`src/rtl/sixwma_pkg.sv`:
```
// Shared types, constants and control bundles for the six-axis weighted moving average.
`default_nettype none

package sixwma_pkg;

  localparam int SAMPLE_BITS    = 16;
  localparam int AXES           = 6;
  localparam int AXIS_BITS      = $clog2(AXES);
  localparam int LEN_BITS       = 7;
  localparam int LEN_MAX        = (1 << LEN_BITS) - 1;
  localparam int DEF_MAX_WINDOW = 64;

  localparam int CFG_IDX_BITS  = 2;
  localparam int CFG_DATA_BITS = LEN_BITS;

  localparam logic [CFG_IDX_BITS-1:0] REG_WINDOW_LENGTH = CFG_IDX_BITS'(0);
  localparam logic [CFG_IDX_BITS-1:0] REG_WEIGHTED_MODE = CFG_IDX_BITS'(1);

  typedef logic signed [SAMPLE_BITS-1:0] sample_t;

  // one history row: lane i holds component i
  typedef logic [AXES-1:0][SAMPLE_BITS-1:0] row_t;

  typedef struct packed {
    logic    first_of_series;
    sample_t comp_0;
    sample_t comp_1;
    sample_t comp_2;
    sample_t comp_3;
    sample_t comp_4;
    sample_t comp_5;
  } in_beat_t;

  typedef struct packed {
    sample_t avg_0;
    sample_t avg_1;
    sample_t avg_2;
    sample_t avg_3;
    sample_t avg_4;
    sample_t avg_5;
  } out_beat_t;

  typedef struct packed {
    logic clear;  // zero all lane sums
    logic add;    // a history row is on rdata this cycle
    logic keep;   // row belongs to the series, else add zero
  } acc_ctl_t;

  typedef struct packed {
    logic load;   // take numerator, start a division
    logic step;   // one quotient bit
  } div_ctl_t;

endpackage

`default_nettype wire

```
`src/rtl/sixwma_div.sv`:
```
// Bit-serial signed divider: magnitude restoring division, one quotient bit per step.
`default_nettype none

module sixwma_div #(
  parameter int NW = 28,
  parameter int DB = 12
) (
  input  wire                                   clk,
  input  sixwma_pkg::div_ctl_t                  ctl,
  input  wire  [NW-1:0]                         numer,
  input  wire  [DB-1:0]                         divisor,
  output logic [sixwma_pkg::SAMPLE_BITS-1:0]    quot
);
  import sixwma_pkg::*;

  localparam int Q = SAMPLE_BITS;

  logic [DB-1:0] rem;
  logic [Q-1:0]  low;
  logic          neg;

  logic [NW-1:0] mag;
  logic [DB:0]   sh;
  logic [DB:0]   diff;
  logic          ge;

  // |quotient| stays below 2^Q, so the upper DB bits of the magnitude
  // already sit below the divisor and only Q steps are needed.
  always_comb begin
    mag  = numer[NW-1] ? NW'(-numer) : numer;
    sh   = {rem, low[Q-1]};
    diff = sh - {1'b0, divisor};
    ge   = sh >= {1'b0, divisor};
  end

  always_ff @(posedge clk) begin
    if (ctl.load) begin
      neg <= numer[NW-1];
      rem <= mag[NW-1 -: DB];
      low <= mag[Q-1:0];
    end else if (ctl.step) begin
      rem <= ge ? diff[DB-1:0] : sh[DB-1:0];
      low <= {low[Q-2:0], ge};
    end
  end

  assign quot = neg ? Q'(-low) : low;

endmodule

`default_nettype wire

```
`config.mk`:
```
export PLATFORM = sky130hd
export DESIGN_NAME = sixwma_div
export DESIGN_NICKNAME = d
export VERILOG_FILES = /design/src/rtl/sixwma_pkg.sv /design/src/rtl/sixwma_div.sv
export SDC_FILE = /design/constraint.sdc
export NUM_CORES = 1
export LEC_CHECK = 0
export BUFFER_PORTS_ARGS = -buffer_cell sky130_fd_sc_hd__buf_2
export CAP_MARGIN = 20
export CORE_ASPECT_RATIO = 0.75
export CORE_UTILIZATION = 35
export DETAILED_ROUTE_END_ITERATION = 6
export PLACE_DENSITY = 0.57
export SLEW_MARGIN = 40
export SYNTH_ARGS = -nofsm -noshare
export SYNTH_HDL_FRONTEND = slang
export SYNTH_SLANG_ARGS = --single-unit
```
`constraint.sdc`:
```
create_clock -name clk -period 3.4 [get_ports clk]
set_clock_uncertainty 0.15 [all_clocks]
set_input_delay 0.17 -clock clk [delete_from_list [all_inputs] [get_ports clk]]
set_output_delay 0.17 -clock clk [all_outputs]
set_load 0.01 [all_outputs]
```
== Word level (Yosys, flattened, before mapping) ==
Index checks and enable logic that the tools add are counted.

* Flip-flop bits (word level): 29
* Input port bits: 43
* Output and inout port bits: 16
* Word-level logic and storage cells: 15

* Add/subtract/negate cells: 3
* $lt $le $gt $ge: 1
* Multiplexer cells: 7
* Reduce and logical (&&, ||, !) cells: 1

{| class="wikitable"
|+ Operators with widths
! operator !! count
|-
| $mux W16 || 3
|-
| $mux W12 || 3
|-
| $mux W28 || 1
|-
| $neg A28 Y28 || 1
|-
| $neg A16 Y16 || 1
|-
| $ge A13 B12 Y1 || 1
|-
| $sub A12 B12 Y12 || 1
|-
| $reduce_bool A2 Y1 || 1
|}

== Longest topological paths before layout ==
* Word-level depth: 4
* Mapped depth: 10
* Depth with buffers taken out: 10

== Worst setup path before layout ==
OpenSTA, ideal clock, no wires.

* Path type: input-to-reg
* Start: input numer[14]
* End: register rem[9], data pin
* Setup time: 0.261 ns
* Arrival time: 2.271 ns
* Required time: 2.989 ns
* Setup slack: 0.718 ns
* Cell stages on the path: 6
* Path buffers: 0
* Path through: or4_4 > or3_4 > or4_4 > o41ai_4 > mux2i_1 > a311o_1

* Longest elaborated chain between the ends: 3

{| class="wikitable"
|+ Ends and longest elaborated chain
! what !! RTL line !! source
|-
| start: declaration || sixwma_div.sv:10 || <nowiki>input wire [NW-1:0] numer,</nowiki>
|-
| $neg A28 Y28 || sixwma_div.sv:30 || <nowiki>mag = numer[NW-1] ? NW'(-numer) : numer;</nowiki>
|-
| $mux W28 || sixwma_div.sv:30 ||
|-
| $mux W12 || sixwma_div.sv:37 || <nowiki>if (ctl.load) begin</nowiki>
|-
| end signal: assignment || sixwma_div.sv:39 || <nowiki>rem <= mag[NW-1 -: DB];</nowiki>
|-
| end signal: assignment || sixwma_div.sv:42 || <nowiki>rem <= ge ? diff[DB-1:0] : sh[DB-1:0];</nowiki>
|-
| end: declaration || sixwma_div.sv:18 || <nowiki>logic [DB-1:0] rem;</nowiki>
|}

No other way between the ends.
A chain may end at the register's enable or synchronous reset.

== Worst setup path after layout ==
* Start: register rem[4]
* End: register rem[4], data pin

* Longest elaborated chain between the ends: 4

{| class="wikitable"
|+ Ends and longest elaborated chain
! what !! RTL line !! source
|-
| $ge A13 B12 Y1 || sixwma_div.sv:33 || <nowiki>ge = sh >= {1'b0, divisor};</nowiki>
|-
| $mux W12 || sixwma_div.sv:42 ||
|-
| $mux W12 || sixwma_div.sv:41 || <nowiki>end else if (ctl.step) begin</nowiki>
|-
| $mux W12 || sixwma_div.sv:37 ||
|}

No other way between the ends. The select of a mux whose other input is x is not followed.

==> impl_metrics.json <==
{
  "syn_to_final_growth_pct": 16.39,
  "grt_first_pass_wirelength_um": 11910,
  "cap_violations": 0,
  "dp_hpwl_um": 5440,
  "synth.distinct_cells": 47,
  "antenna_found_initial": 0,
  "ant_nets": 0,
  "leakage_nw": 1.373,
  "clk_pin_slew_ns": 0.07,
  "cts_sinks": 29,
  "path_max_fanout": 9,
  "final_common_cell": "buf_2",
  "reg2reg_slack_ns": 0.26,
  "clock_power_share_pct": 14.5,
  "syn_inst": 308,
  "r2r-start": "rem[4]$_DFFE_PP_",
  "design_area_mm2": 0.003243,
  "async_reset_ff_share_pct": 0,
  "core_mm2": 0.007533,
  "fp-row-count": 27,
  "synth-seq-area-share_pct": 31.25,
  "cp-startpoint": "rem[4]$_DFFE_PP_",
  "synthFlopType": "edfxtp_1",
  "hold_class": "primary input to register",
  "setup_viol": 0,
  "placed_cell_area_mm2": 0.003167,
  "r2r_cells": 8,
  "io_buffers": 58,
  "holdCritStartpoint": "numer[0]",
  "post-cts-setup-buffers": 0,
  "worst_pin_slew_ns": 0.7034,
  "pwr-share-seq_pct": 31.9,
  "regArea_um2": 870.8,
  "drive_gt1_share_pct": 20.49,
  "slew_violations": 0,
  "rsz0062_at_grt": "false",
  "synthesis.nets": 366,
  "crit_arrival_ns": 3.01,
  "syn_area_per_cell_um2": 9.047,
  "p_comb_share_pct": 53.7,
  "fin_crit_sh_pct": 92.22,
  "vdd_drop_max_v": 0.0001792,
  "die_area_mm2": 0.008326,
  "tritoncts": "built",
  "vias_per_cell": 5.261,
  "routed_wl_um": 7090,
  "intPower_w": 0.001145,
  "die_height_um": 79.27,
  "grt_pass1_vias": 2436,
  "die_w_um": 105.0,
  "finalHoldViolCount": 0,
  "yosys_register_bits": 29,
  "drt-pass1-iter-count": 4,
  "power_density_mw_per_mm2": 586.8,
  "worstSetupEndpoint": "rem[4]$_DFFE_PP_",
  "ios": 59,
  "tns_ns": 0,
  "cts_root_buf": "clkbuf_8",
  "groute.usage.overall_pct": 18.12,
  "cp.required_ns": 3.27,
  "syn-cell-area_mm2": 0.002786,
  "end_kind": "register",
  "start_util_pct": 36.99,
  "stdcell_count": 467,
  "r2r_end": "rem[4]$_DFFE_PP_",
  "outcome": "finished clean",
  "clkLatencyLatePin_ns": 0.28,
  "power.switching_w": 0.0007579,
  "synth-edff-count": 29,
  "fin_crit_ns": 3.136,
  "clock_path_buffers": 2,
  "place_inst": 460,
  "startpoint_type": "register",
  "swShare_pct": 39.83,
  "post_cts_resized": 0,
  "wl_per_cell_um": 15.18,
  "grt_max_degree": 29,
  "nets": 424,
  "grt-ovfl-total": 0,
  "final_cell_mix": "buf_2, edfxtp_1, xor2_1, a21oi_1, nor2_1",
  "vias": 2457,
  "numCtsBuffers": 5,
  "antenna_cells": 0,
  "fill_cells": 771,
  "htree_levels": 2,
  "synth_warnings": 0,
  "first_iter_violations": 141,
  "dpl_worst_slack_ns": 0.3364,
  "worst-setup-path-type": "register to register",
  "slew-limit-headroom_pct": 53.10,
  "drc": 0,
  "multi_input_area_mm2": 0.001778,
  "hold_buffers": 0,
  "hold_ws_ns": 0.1226,
  "setup_slack_ns": 0.2645,
  "place_congestion": 0.8528,
  "fmax_ghz": 0.3189
}
how the worst min path moves through the flow:
stage,endpoint,slack [ns],depth (start not counted)
after global routing,low[10]$_DFFE_PP_,0.16,3
after CTS,low[0]$_DFFE_PP_,0.12,3
after floorplan,neg$_DFFE_PP_,0.12,0
after detailed placement,low[0]$_DFFE_PP_,0.41,3
final,low[0]$_DFFE_PP_,0.12,3
after global placement,low[0]$_DFFE_PP_,0.41,3
cell type report:
| cell class | count | share of cell area, % |
|---|---|---|
| well taps | 101 | 3.897 |
| clock buffers | 6 | 2.238 |
| repair buffers | 62 | 9.877 |
| multi-input cells | 249 | 54.82 |
| inverters | 19 | 2.199 |
| flip-flops and latches | 29 | 26.85 |
| clock inverters | 1 | 0.1157 |
metrics by stage:
step                util, %  total power, W
CTS                   43.05        0.001900
finish                43.05        0.001903
global placement      42.04        0.001615
floorplan                 -        0.001361
global route          43.05        0.002059
detailed placement    42.04        0.001625
power by group through the flow:
| stage | logic, W | clock network (W) | registers (W) |
|---|---|---|---|
| finish | 0.00102 | 0.000276 | 0.000606 |
| global route | 0.00115 | 0.000293 | 0.000619 |
| CTS | 0.00102 | 0.000275 | 0.000606 |
| detailed placement | 0.00101 | 0 | 0.000612 |
| global placement | 0.00100 | 0 | 0.000611 |
| floorplan | 0.000778 | 0 | 0.000584 |
Yosys cell counts, drive strengths merged, types with 6 or more instances:
library cell,n,share of area (%)
a21oi,24,4.3
nor4,6,1.3
xor2,24,7.5
edfxtp,29,31
nand3,8,1.4
xnor2,23,7.2
ha,14,6.3
nand2,19,2.6
or4,6,1.9
nand2b,10,2.2
o21ai,16,2.9
o31ai,12,3.2
nor2,24,3.2
o41ai,6,2.6
clkbuf,7,1.3
or3,6,1.5
inv,19,2.6
mux2i,19,6.8
registers in the layout, summed over array words and instances (netlist names):
signal	flops
low	16
neg	1
rem	12
metal layers:
metal	vias to the layer above	GRT usage (%)	part of all wire (%)
li1	1246	-	-
met1	1145	26.35	54
met3	8	2.956	3.9
met5	-	0	0
met2	58	27.68	41
met4	0	4.789	0.94
critical path, stage by stage, from the launching register on:
cell       delay, ns
edfxtp_1        0.41
ha_1            0.39
nand4_1         0.20
nor4_1          0.10
a2111oi_0       0.56
nand3_1         0.46
buf_4           0.32
mux2i_1         0.19
mux2i_1         0.10
cell families (layout without fill, tap and decap cells):
family	Yosys count	count (layout)	share of synthesized area (%)
flip-flops	29	29	31.25
buffers and inverters	30	88	4.939
AO/OA/AOI/OAI	72	72	17.06
XOR/XNOR	47	47	14.77
AND/OR/NAND/NOR	96	96	18.14
multiplexers	19	19	6.825
adder cells (fa/ha/maj)	15	15	7.005
Note: power is estimated with default switching activity, not from simulation.
