$ cat config.mk
export PLATFORM = sky130hd
export DESIGN_NAME = sixwma_acc
export DESIGN_NICKNAME = d
export VERILOG_FILES = /design/src/rtl/sixwma_pkg.sv /design/src/rtl/sixwma_acc.sv
export SDC_FILE = /design/constraint.sdc
export NUM_CORES = 1
export LEC_CHECK = 0
export BUFFER_PORTS_ARGS = -buffer_cell sky130_fd_sc_hd__buf_2
export CAP_MARGIN = 20
export CORE_ASPECT_RATIO = 1.4
export CORE_MARGIN = 2
export CORE_UTILIZATION = 50
export DETAILED_ROUTE_END_ITERATION = 8
export PLACE_DENSITY = 0.8
export SETUP_SLACK_MARGIN = 0.4
export SLEW_MARGIN = 20
export SYNTH_ARGS = -nofsm -noshare
export SYNTH_HDL_FRONTEND = slang
export SYNTH_SLANG_ARGS = --single-unit
export TNS_END_PERCENT = 50
$ cat constraint.sdc
create_clock -name clk -period 8.11 [get_ports clk]
set_input_delay 1.622 -clock clk [delete_from_list [all_inputs] [get_ports clk]]
set_output_delay 1.622 -clock clk [all_outputs]
set_load 0.005 [all_outputs]
$ cat src/rtl/sixwma_pkg.sv
// Shared types, constants and control bundles for the six-axis weighted moving average.
`default_nettype none

package sixwma_pkg;

  localparam int SAMPLE_BITS    = 16;
  localparam int AXES           = 6;
  localparam int AXIS_BITS      = $clog2(AXES);
  localparam int LEN_BITS       = 7;
  localparam int LEN_MAX        = (1 << LEN_BITS) - 1;
  localparam int DEF_MAX_WINDOW = 64;

  localparam int CFG_IDX_BITS  = 2;
  localparam int CFG_DATA_BITS = LEN_BITS;

  localparam logic [CFG_IDX_BITS-1:0] REG_WINDOW_LENGTH = CFG_IDX_BITS'(0);
  localparam logic [CFG_IDX_BITS-1:0] REG_WEIGHTED_MODE = CFG_IDX_BITS'(1);

  typedef logic signed [SAMPLE_BITS-1:0] sample_t;

  // one history row: lane i holds component i
  typedef logic [AXES-1:0][SAMPLE_BITS-1:0] row_t;

  typedef struct packed {
    logic    first_of_series;
    sample_t comp_0;
    sample_t comp_1;
    sample_t comp_2;
    sample_t comp_3;
    sample_t comp_4;
    sample_t comp_5;
  } in_beat_t;

  typedef struct packed {
    sample_t avg_0;
    sample_t avg_1;
    sample_t avg_2;
    sample_t avg_3;
    sample_t avg_4;
    sample_t avg_5;
  } out_beat_t;

  typedef struct packed {
    logic clear;  // zero all lane sums
    logic add;    // a history row is on rdata this cycle
    logic keep;   // row belongs to the series, else add zero
  } acc_ctl_t;

  typedef struct packed {
    logic load;   // take numerator, start a division
    logic step;   // one quotient bit
  } div_ctl_t;

endpackage

`default_nettype wire

$ cat src/rtl/sixwma_acc.sv
// Six-lane running accumulator: plain sum and linearly weighted sum per axis.
`default_nettype none

module sixwma_acc #(
  parameter int PW = 23,
  parameter int NW = 28
) (
  input  wire                                       clk,
  input  sixwma_pkg::acc_ctl_t                      ctl,
  input  sixwma_pkg::row_t                          row,
  output logic [sixwma_pkg::AXES-1:0][PW-1:0]       psum,
  output logic [sixwma_pkg::AXES-1:0][NW-1:0]       wsum
);
  import sixwma_pkg::*;

  logic signed [PW-1:0] x_ext  [AXES];
  logic signed [PW-1:0] p_next [AXES];
  logic signed [NW-1:0] w_next [AXES];

  // Walking newest to oldest and adding the running plain sum into the
  // weighted sum each step gives the newest sample weight L, oldest 1.
  always_comb begin
    for (int a = 0; a < AXES; a++) begin
      x_ext[a]  = ctl.keep ? PW'($signed(row[a])) : '0;
      p_next[a] = $signed(psum[a]) + x_ext[a];
      w_next[a] = $signed(wsum[a]) + NW'(p_next[a]);
    end
  end

  always_ff @(posedge clk) begin
    for (int a = 0; a < AXES; a++) begin
      if (ctl.clear) begin
        psum[a] <= '0;
        wsum[a] <= '0;
      end else if (ctl.add) begin
        psum[a] <= p_next[a];
        wsum[a] <= w_next[a];
      end
    end
  end

endmodule

`default_nettype wire

* After elaboration in Yosys (flattened, before gate mapping)
Cells that the tools add are included.
** Word-level totals
- Register bits :: 306
- Input port bits :: 100
- Output and inout bits :: 306
- Word-level logic and storage cells :: 30
** Cells by class
- $add $sub $neg :: 12
- Muxes and demuxes :: 6
** Operators by type and width (number)
- 28-bit by 23-bit adder with 28-bit output :: 6
- 23-bit adder :: 6
- 23-bit two-way mux :: 6

* Depth between registers and ports, before layout
Gate-level depths: netlist of the first run.
- Depth after elaboration :: 3
- Mapped depth :: 27
- Gate-level depth less buffers :: 24

* Worst setup path before layout of the first run
OpenSTA, ideal clock, no wires.
- Kind :: input -> register
- From :: input ctl[0] (netlist name)
- To :: register wsum[139] (netlist name)
- Setup time :: 0.128 ns
- Arrival :: 6.049 ns
- Data required time :: 7.982 ns
- Slack :: 1.933 ns
- Stages on the path :: 23
- Path buffers :: 3
- Cells stage by stage :: clkbuf_1 clkbuf_1 and2_1 ha_1 fa_1 a211o_1 a2111oi_2 o32ai_1 or2_1 a21oi_1 o21bai_1 xor2_1 ha_1 clkbuf_1 a21o_1 a221oi_1 o31ai_1 a2111o_1 a31oi_1 xnor2_1 nand2_1 xor2_1 nor2_1
** RTL lines
- start, declared :: RTL line sixwma_acc.sv:9 : input sixwma_pkg::acc_ctl_t ctl,
- end signal, assigned by index :: RTL line sixwma_acc.sv:37 : wsum[a] <= w_next[a];
- end, declared :: RTL line sixwma_acc.sv:12 : output logic [sixwma_pkg::AXES-1:0][NW-1:0] wsum

==> results of run 1 <==
## power by group through the flow
stage / clock, mW / sequential (mW) / combinational, mW
final: 1.63 / 1.92 / 2.47
after global routing: 1.72 / 1.94 / 2.76
after CTS: 1.67 / 1.91 / 2.46
after detailed placement: 0 / 1.94 / 2.44
after global placement: 0 / 1.94 / 2.39
after floorplan: 0 / 1.91 / 1.79
## state kept, by name, summed over array words and instances (netlist names)
name / count
psum: 138
wsum: 168
## layout by cell type, fill, tap and decap left out, types with 12 or more instances in the layout
cell type / netlist / routed
a211oi_1: 55 / 55
a21o_1: 113 / 113
a21oi_1: 247 / 247
a31oi_1: 28 / 28
and2_1: 100 / 100
and3_1: 34 / 34
buf_2: 2 / 403
clkbuf_16: 0 / 37
dfxtp_1: 306 / 306
fa_1: 12 / 12
ha_1: 301 / 301
inv_1: 84 / 83
mux2i_1: 211 / 211
nand2_1: 135 / 135
nand2b_1: 28 / 28
nand3_1: 41 / 41
nand4_1: 28 / 28
nor2_1: 423 / 423
nor2b_1: 30 / 30
nor3_1: 61 / 61
nor4_1: 12 / 12
o211ai_1: 15 / 15
o21a_1: 40 / 40
o21ai_0: 92 / 92
o21ai_1: 33 / 33
o21bai_1: 51 / 51
or3_1: 18 / 18
xnor2_1: 191 / 191
xor2_1: 65 / 65
## area by class of cell
cell class	count	area, um^2	area share
timing repair buffer	416	2150	0.0751
multi-input combinational	2528	18100	0.632
inverter	85	322	0.0112
clock buffer	54	1050	0.0366
tap	637	797	0.0278
sequential	306	6130	0.214
antenna	1	2.50	0.0000872
clock inverter	9	101	0.00353
## routing by layer
layer  up-vias  wire, um  GRT usage
met1     10990     28200      0.295
met5         -         0          0
met2       607     33700      0.456
met3       200      4150     0.0506
met4         0      3410      0.129
li1      11631         -          -
## critical path, stage by stage
cell and delay [ps]:
buf_2 500, nand2_1 180, inv_1 100, ha_1 220, a21o_1 190, a21oi_1 310, o21ai_1 120, a2111oi_0 380
buf_4 200, o31a_1 170, o21a_1 190, o21bai_1 80, a21oi_1 170, xnor2_1 110, ha_1 410, nand2_1 100
a2111oi_0 630, a211oi_2 170, a21oi_1 260, a211oi_1 120, xnor3_1 200, or3_1 310, a21oi_1 150
## synthesized netlist by cell type, types with 6 or more instances
| cell | n |
|---|---|
| fa_1 | 12 |
| nor2_1 | 423 |
| o311ai_1 | 6 |
| clkbuf_1 | 86 |
| o21a_1 | 40 |
| and4_1 | 6 |
| ha_1 | 301 |
| a211o_1 | 11 |
| nand3_1 | 41 |
| nor4_1 | 12 |
| a31oi_1 | 28 |
| a31o_1 | 8 |
| buf_1 | 19 |
| o22ai_1 | 10 |
| nand2b_1 | 28 |
| and2_1 | 100 |
| a211oi_1 | 55 |
| nand4_1 | 28 |
| or3_1 | 18 |
| o21bai_1 | 51 |
| a31o_2 | 8 |
| o31a_1 | 11 |
| o211ai_1 | 15 |
| and3_1 | 34 |
| nor2b_1 | 30 |
| dfxtp_1 | 306 |
| a21oi_1 | 247 |
| xor2_1 | 65 |
| xnor2_1 | 191 |
| o31ai_1 | 10 |
| a21o_1 | 113 |
| o21ai_0 | 92 |
| mux2i_1 | 211 |
| nand2_1 | 135 |
| o21ai_1 | 33 |
| nor3_1 | 61 |
| inv_1 | 84 |
## per-stage QoR
step | utilization | instance area (um^2) | cells | setup slack [ps]
2_1_floorplan | - | 25000 | 3026 | 1930
3_3_place_gp | 0.559 | 27500 | 3972 | 1340
3_5_place_dp | 0.559 | 27500 | 3972 | 1200
4_1_cts | 0.582 | 28700 | 4035 | 1710
5_1_grt | 0.583 | 28700 | 4036 | 1200
6_report | 0.583 | 28700 | 4036 | 1640
## cell families after synthesis
kind of cell / after synthesis / share of synthesized area
AOI/OAI and AO/OA: 801 / 0.211
and+or+nand+nor: 945 / 0.179
buffers and inverters: 192 / 0.0289
DFF: 306 / 0.245
adders and majority gates: 313 / 0.160
xor gates and xnor gates: 257 / 0.0906
muxes: 212 / 0.0850
## worst paths after layout
| kind | to | depth (start not counted) |
|---|---|---|
| max | wsum[27] | 23 |
| min | wsum[24] | 2 |
| max reg2reg | wsum[27] | 20 |
| min reg2reg | wsum[24] | 2 |
==> results.cfg, run 1 <==
[run_status]
run_status = completed

[power]
power_switching_mw = 2.26
comb_power_share = 0.410
seqPwrFrac = 0.318
swShare = 0.375
power.static_leakage_nw = 14.8
post-layout-total-power_mw = 6.02
irDropWorstVdd_v = 0.000209
share_clk_of_total_power = 0.271
power.density_nw_per_um2 = 210
intPower_mw = 3.76

[route]
first_pass_iters = 5
antenna_violating_nets_post_route = 0
route.vias.total = 23428
routed_wirelength_um = 69400
avgViaCountPerCell = 5.80
drcViolationCount = 0
routed_wire_length_per_instance_um = 17.2
drt-initial-drc-count = 1102

[logic_synthesis]
netlist_top_cells_area = dfxtp_1 25%, ha_1 15%, mux2i_1 8.5%, xnor2_1 6.7%, nor2_1 6.4%
synth.yosys.seq_area_share = 0.245
synth_enable_flop_cells = 0
post-synth-top-area-fraction = 0.245
netlist.top_cell.by_area = dfxtp_1
synthesis.area_per_instance_um2 = 8.26
synth_warnings = 0
mappedNetlistNets = 3439
count_of_mapped_cells_out_of_synthesis = 3026
yosys.cell_types.count = 87
asyncSetResetFlopFracSynth = 0
ys_ff_latch = 306
postSynth.topFlopCell = dfxtp_1
synthesized_cell_area_um2 = 25000

[floorplanning]
core_area_um2 = 49200
placement_rows = 96
die-width_um = 193
effective_utilization_at_floorplan = 0.507
dieArea_um2 = 51800
num_io_pins = 406
dieHeight_um = 268

[timing]
max-slew-margin-rel = 0.264
grt_setup_unrepaired = no
finalHoldViolations = 0
finalMaxSlewViolations = 0
finalCriticalPeriod_ps = 6470
final.setup.tns_ps = 0
fmax_ghz = 0.155
final_count_of_negative_setup_slack_endpoints = 0
finClkSkew_ps = 15.8
whs_ps = 479
final.period_utilization = 0.798
worst_pin_slew_ps = 1100

[clocking]
cts_tree = built
cts_setup_buffers = 0
cts.path.max_buffers = 3
cts.clk_slew.worst_paths_ps = 60
postCtsHoldBufs = 0
post_cts_gate_resize_count = 0
cts_max_level = 2
clkSinkCount = 306
insertion_delay_ps = 530
cts_inserted_buffers = 36
cts-root-buf = clkbuf_16

[place]
gpl.final_weighted_congestion = 0.918
place.detailed.hpwl_um = 52200
place.port_buffers = 405

[grt]
grt_remaining_overflow = 0
largest_net_degree_at_the_start_of_global_routing = 141
grt_pass1_vias = 22723
grt_use_total = 0.258
global_route_wire_length_before_repair_um = 110000
grt_antenna_before_repair = 1

[hold_path]
hold_path_class = reg -> reg
worstHoldStart = wsum[24]

[worst_setup_path]
critPathMaxFanout = 35
r2r_slack_ps = 3150
crit_required_ps = 8560
worst_r2r_startpoint = psum[1]
crit_path_start_kind = input port
criticalPathCategory = in -> reg
cp-end-kind = flop
timing.critical_path.from = ctl[0]
cp_data_arrival_time_ps = 6920

[layout]
final_layout_size_suffix_gt1_frac = 0.148
final_nets = 3786
syn_to_final_growth_pct = 14.8
fill_cells = 4493

[run]
max_cap_viol_count = 0
(Power assumes the default switching activity.)
==> run 2, diff against run 1 <==
- clock period: 8.11 -> 6.6 ns (I/O delays scaled with it)
==> run 2 against run 1 <==
Compared with the run above: critical path type unchanged; sequential power increased by 22%; cell area hardly changed; worst setup slack worse by 860 ps; clock skew shrank 5.3 ps.
==> results.cfg, run 2 (synthesis results as in run 1) <==
[floorplanning]
num_io_pins = 406
effective_utilization_at_floorplan = 0.507
dieHeight_um = 268
die-width_um = 193
core_area_um2 = 49200
placement_rows = 96
dieArea_um2 = 51800

[timing]
final_count_of_negative_setup_slack_endpoints = 0
max-slew-margin-rel = 0.314
fmax_ghz = 0.172
finalHoldViolations = 0
final.setup.tns_ps = 0
worst_pin_slew_ps = 1030
finalMaxSlewViolations = 0
final.period_utilization = 0.881
whs_ps = 484
grt_setup_unrepaired = yes
finClkSkew_ps = 10.5
finalCriticalPeriod_ps = 5820

[layout]
max_flop_register = wsum
final_nets = 3793
syn_to_final_growth_pct = 14.9
largest_register_ff_count = 168
layout.cells.most_common = nor2_1
final_layout_size_suffix_gt1_frac = 0.150
mostFrequentLayoutCells = 423 x nor2_1, 403 x buf_2, 306 x dfxtp_1
post_layout_nonfiller_instances = 4038
diodes = 0
layout_top_registers = wsum: 168 flops, psum: 138 flops
fill_cells = 4491

[grt]
global_route_wire_length_before_repair_um = 109000
grt_pass1_vias = 22308
grt_antenna_before_repair = 0
largest_net_degree_at_the_start_of_global_routing = 98
grt_use_total = 0.257
grt_remaining_overflow = 0

[clocking]
cts-root-buf = clkbuf_16
cts.path.max_buffers = 3
postCtsHoldBufs = 0
insertion_delay_ps = 540
cts_tree = built
cts_setup_buffers = 0
clkSinkCount = 306
cts.clk_slew.worst_paths_ps = 60
cts_inserted_buffers = 36
cts_max_level = 2

[route]
met3RoutedLength_um = 4190
antenna_violating_nets_post_route = 0
top_layer_used = met4
met2WireLength_um = 34500
drcViolationCount = 0
drt-initial-drc-count = 1053
avgViaCountPerCell = 5.78
route.vias.total = 23333
routed_wire_length_per_instance_um = 17.1
m1WireLength_um = 27400
routed_wirelength_um = 69200
first_pass_iters = 5

[worst_setup_path]
critPathMaxFanout = 50
crit_required_ps = 7020
cp-end-kind = flop
path_cells = buf_2 -> buf_12 -> and2_1 -> ha_1 -> fa_1 -> a211oi_1 -> o21bai_1 -> o21ai_1 -> and2_1 -> o21ai_0 -> a21oi_1 -> xnor2_1 -> ha_1 -> a21o_1 -> a21o_1 -> a211oi_1 -> o31ai_2 -> a31oi_1 -> o21a_1 -> o21bai_1 -> a21oi_1 -> nor4_1 -> a311o_1
worst_path_largest_cell_delay_ps = 450
criticalPathCategory = in -> reg
crit_path_start_kind = input port
cp_data_arrival_time_ps = 6240
path_buf_inv = 2
critical_path.top_delay_family = compound AO/OA/AOI/OAI gates
timing.critical_path.slowest_stage_cell = fa_1

[run_status]
run_status = completed

[place]
place.detailed.hpwl_um = 51900
place.port_buffers = 405
place.detailed.instances = 3979
gpl.final_weighted_congestion = 0.919

[hold_path]
hold_path_class = reg -> reg

[power]
irDropWorstVdd_v = 0.000204
post-layout-total-power_mw = 7.37
power.static_leakage_nw = 14.8
power.density_nw_per_um2 = 257

[run]
max_cap_viol_count = 0
## run 2: worst paths after layout
kind,from,end,slack (ps),cells after the start
setup / recovery,ctl[0],wsum[53],780,23
hold / removal,psum[90],psum[90],480,2
setup reg to reg,psum[47],wsum[83],1630,21
hold reg to reg,psum[90],psum[90],480,2
## run 2: layout make-up
type	count	area (um^2)	share of cell area
multi-input cells	2528	18100	0.632
inverters	85	322	0.0112
repair buffers	423	2210	0.0769
clock inverters	5	52.6	0.00183
well taps	637	797	0.0278
clock buffers	54	1070	0.0373
flip-flops and latches	306	6130	0.213
## run 2: stage by stage
step                       util  area, um^2  setup slack [ps]
after floorplan               -       25000               725
after global placement    0.560       27600               340
after detailed placement  0.560       27600               273
after CTS                 0.583       28700               822
after global routing      0.583       28700               371
final                     0.583       28700               783
## run 2: what timing repair did
action                                  CTS  global route
endpoints found under the setup margin    0             2
resized for setup                         0             2
endpoints found under the hold margin     0             0
## run 2: report_power, final
| part | internal [mW] | switching [mW] |
|---|---|---|
| logic | 1.35 | 1.69 |
| registers | 2.10 | 0.246 |
| clock network | 1.15 | 0.833 |
## run 2: layer usage
metal | global-route usage | vias up
li1 | - | 11635
met1 | 0.282 | 10940
met2 | 0.468 | 584
met3 | 0.0545 | 174
met4 | 0.117 | 0
met5 | 0 | -
## run 2: tightest hold or removal path, cell delays in order (launching register included)
cell,delay [ps]
dfxtp_1,330
nand2_1,70
o21ai_1,50
==> run 3, diff against run 2 <==
- CORE_UTILIZATION: 50 -> 40
- PLACE_DENSITY: 0.8 -> 0.68
==> run 3 against run 2 <==
Compared with the run above: first-iteration DRC count is 7.5% lower; clock skew is 6.8 ps higher; final cell count is 5.3% higher; wire length is 5.1% higher; flip-flop and latch count stayed put; register-to-register slack better by 20 ps; fmax hardly changed; critical endpoint is now wsum[83].
==> results.cfg, run 3 (synthesis results as in run 1) <==
[timing]
finClkSkew_ps = 17.3
fmax_ghz = 0.172
finalHoldViolations = 0
grt_setup_unrepaired = no
finalCriticalPeriod_ps = 5820
finalMaxSlewViolations = 0
final_count_of_negative_setup_slack_endpoints = 0
final.setup.tns_ps = 0
final.period_utilization = 0.881
worst_pin_slew_ps = 1040
max-slew-margin-rel = 0.309

[layout]
layout.cells.most_common = nor2_1
mostFrequentLayoutCells = 423 x nor2_1, 403 x buf_2, 306 x dfxtp_1
final_layout_size_suffix_gt1_frac = 0.156
layout_top_registers = wsum: 168 flops, psum: 138 flops
final_nets = 3809
largest_register_ff_count = 168
fill_cells = 6204
max_flop_register = wsum
final_util = 0.473
syn_to_final_growth_pct = 17.1

[floorplanning]
placement_rows = 108
die-width_um = 215
core_area_um2 = 61900
dieArea_um2 = 64500
num_io_pins = 406
dieHeight_um = 300
effective_utilization_at_floorplan = 0.404

[worst_setup_path]
timing.critical_path.slowest_stage_cell = o311ai_1
critPathMaxFanout = 37
critical_path.top_delay_family = compound AO/OA/AOI/OAI gates
cp_data_arrival_time_ps = 6260
path_buf_inv = 3
cp-end-kind = flop
criticalPathCategory = in -> reg
worst_path_largest_cell_delay_ps = 380
crit_required_ps = 7050
path_common_cell = a21oi_1
crit_path_start_kind = input port

[clocking]
cts_max_level = 2
cts.clk_slew.worst_paths_ps = 60
clkSinkCount = 306
insertion_delay_ps = 550
post_cts_gate_resize_count = 0
cts_tree = built
cts_inserted_buffers = 38
cts-root-buf = clkbuf_16
postCtsHoldBufs = 0
cts.path.max_buffers = 3
cts_setup_buffers = 0

[grt]
grt_pass1_vias = 22511
grt_antenna_before_repair = 2
grt_use_total = 0.217
largest_net_degree_at_the_start_of_global_routing = 120
grt_remaining_overflow = 0
global_route_wire_length_before_repair_um = 115000

[power]
power.density_nw_per_um2 = 261
power.static_leakage_nw = 15.0
comb_power_share = 0.399
irDropWorstVdd_v = 0.000217
power_switching_mw = 2.81
intPower_mw = 4.82
swShare = 0.368
share_clk_of_total_power = 0.292
seqPwrFrac = 0.309

[route]
drt-initial-drc-count = 974
routed_wire_length_per_instance_um = 17.1
avgViaCountPerCell = 5.42
drcViolationCount = 0
antenna_violating_nets_post_route = 0
routed_wirelength_um = 72700
route.vias.total = 23047
first_pass_iters = 5

[place]
gpl.final_weighted_congestion = 0.893
place.port_buffers = 405
place.detailed.hpwl_um = 55600

[run_status]
run_status = completed

[run]
max_cap_viol_count = 0

[hold_path]
hold_path_class = reg -> reg
run 3: cell count changes in the layout (fill, tap and decap cells not counted), sizes merged:
| cell | previous run | this run |
|---|---|---|
| buf | 423 | 437 |
| clkinv | 3 | 7 |
| diode | 0 | 1 |
| clkbuf | 54 | 58 |
| bufinv | 1 | 3 |
| clkinvlp | 1 | 0 |
run 3: final cells by class:
type                            count  area [um^2]  share of cell area
Antenna cell                        1         2.50           0.0000855
Clock buffer                       58         1190              0.0407
Clock inverter                     10          133             0.00453
Inverter                           85          322              0.0110
Multi-Input combinational cell   2528        18100               0.620
Sequential cell                   306         6130               0.209
Tap cell                          825         1030              0.0353
Timing Repair Buffer              437         2320              0.0792
run 3: final timing paths:
check,end,from,slack [ps],depth (start not counted)
max,wsum[83],ctl[0],780,25
min,wsum[24],wsum[24],470,2
max reg2reg,wsum[83],psum[47],1650,21
min reg2reg,wsum[24],wsum[24],470,2
run 3: metal layers:
metal	track usage	vias up	part of all wire	wire, um
met4	0.0883	0	0.039	2860
met3	0.0398	130	0.050	3620
met2	0.392	474	0.49	35800
met1	0.250	10751	0.42	30500
li1	-	11692	-	-
met5	0	-	0	0
run 3: power by group through the flow:
stage	sequential, mW	clock [mW]	combinational [mW]
2_1_floorplan	2.34	0	2.20
3_3_place_gp	2.39	0	3.00
4_1_cts	2.36	2.30	3.05
3_5_place_dp	2.39	0	3.04
5_1_grt	2.39	2.37	3.41
6_report	2.35	2.23	3.04
run 3: through the flow:
stage               instance area [um^2]  setup WS, ps  std cells  hold WS [ps]  power (mW)
floorplan                          25000           725       3026           459        4.55
global placement                   27900           335       4181           460        5.39
detailed placement                 27900           266       4181           469        5.43
CTS                                29300           841       4249           477        7.71
global route                       29300           410       4249           514        8.17
finish                             29300           782       4250           474        7.62
run 3: worst register-to-register path, cell delays in order, from the launching register on:
cell and delay (ps):
dfxtp_1 340, ha_1 300, a21o_1 190, a21oi_1 220, o21bai_1 140, o2111ai_1 270, a21oi_1 150, o311ai_1 380
nand2_1 120, o311ai_1 380, nor2b_1 210, xnor2_1 170, ha_1 330, o21ai_0 170, nand2b_1 80, a22o_1 210
a21oi_1 230, o21ai_0 220, a31oi_1 240, xnor2_1 170, a21oi_1 100, a31o_1 230
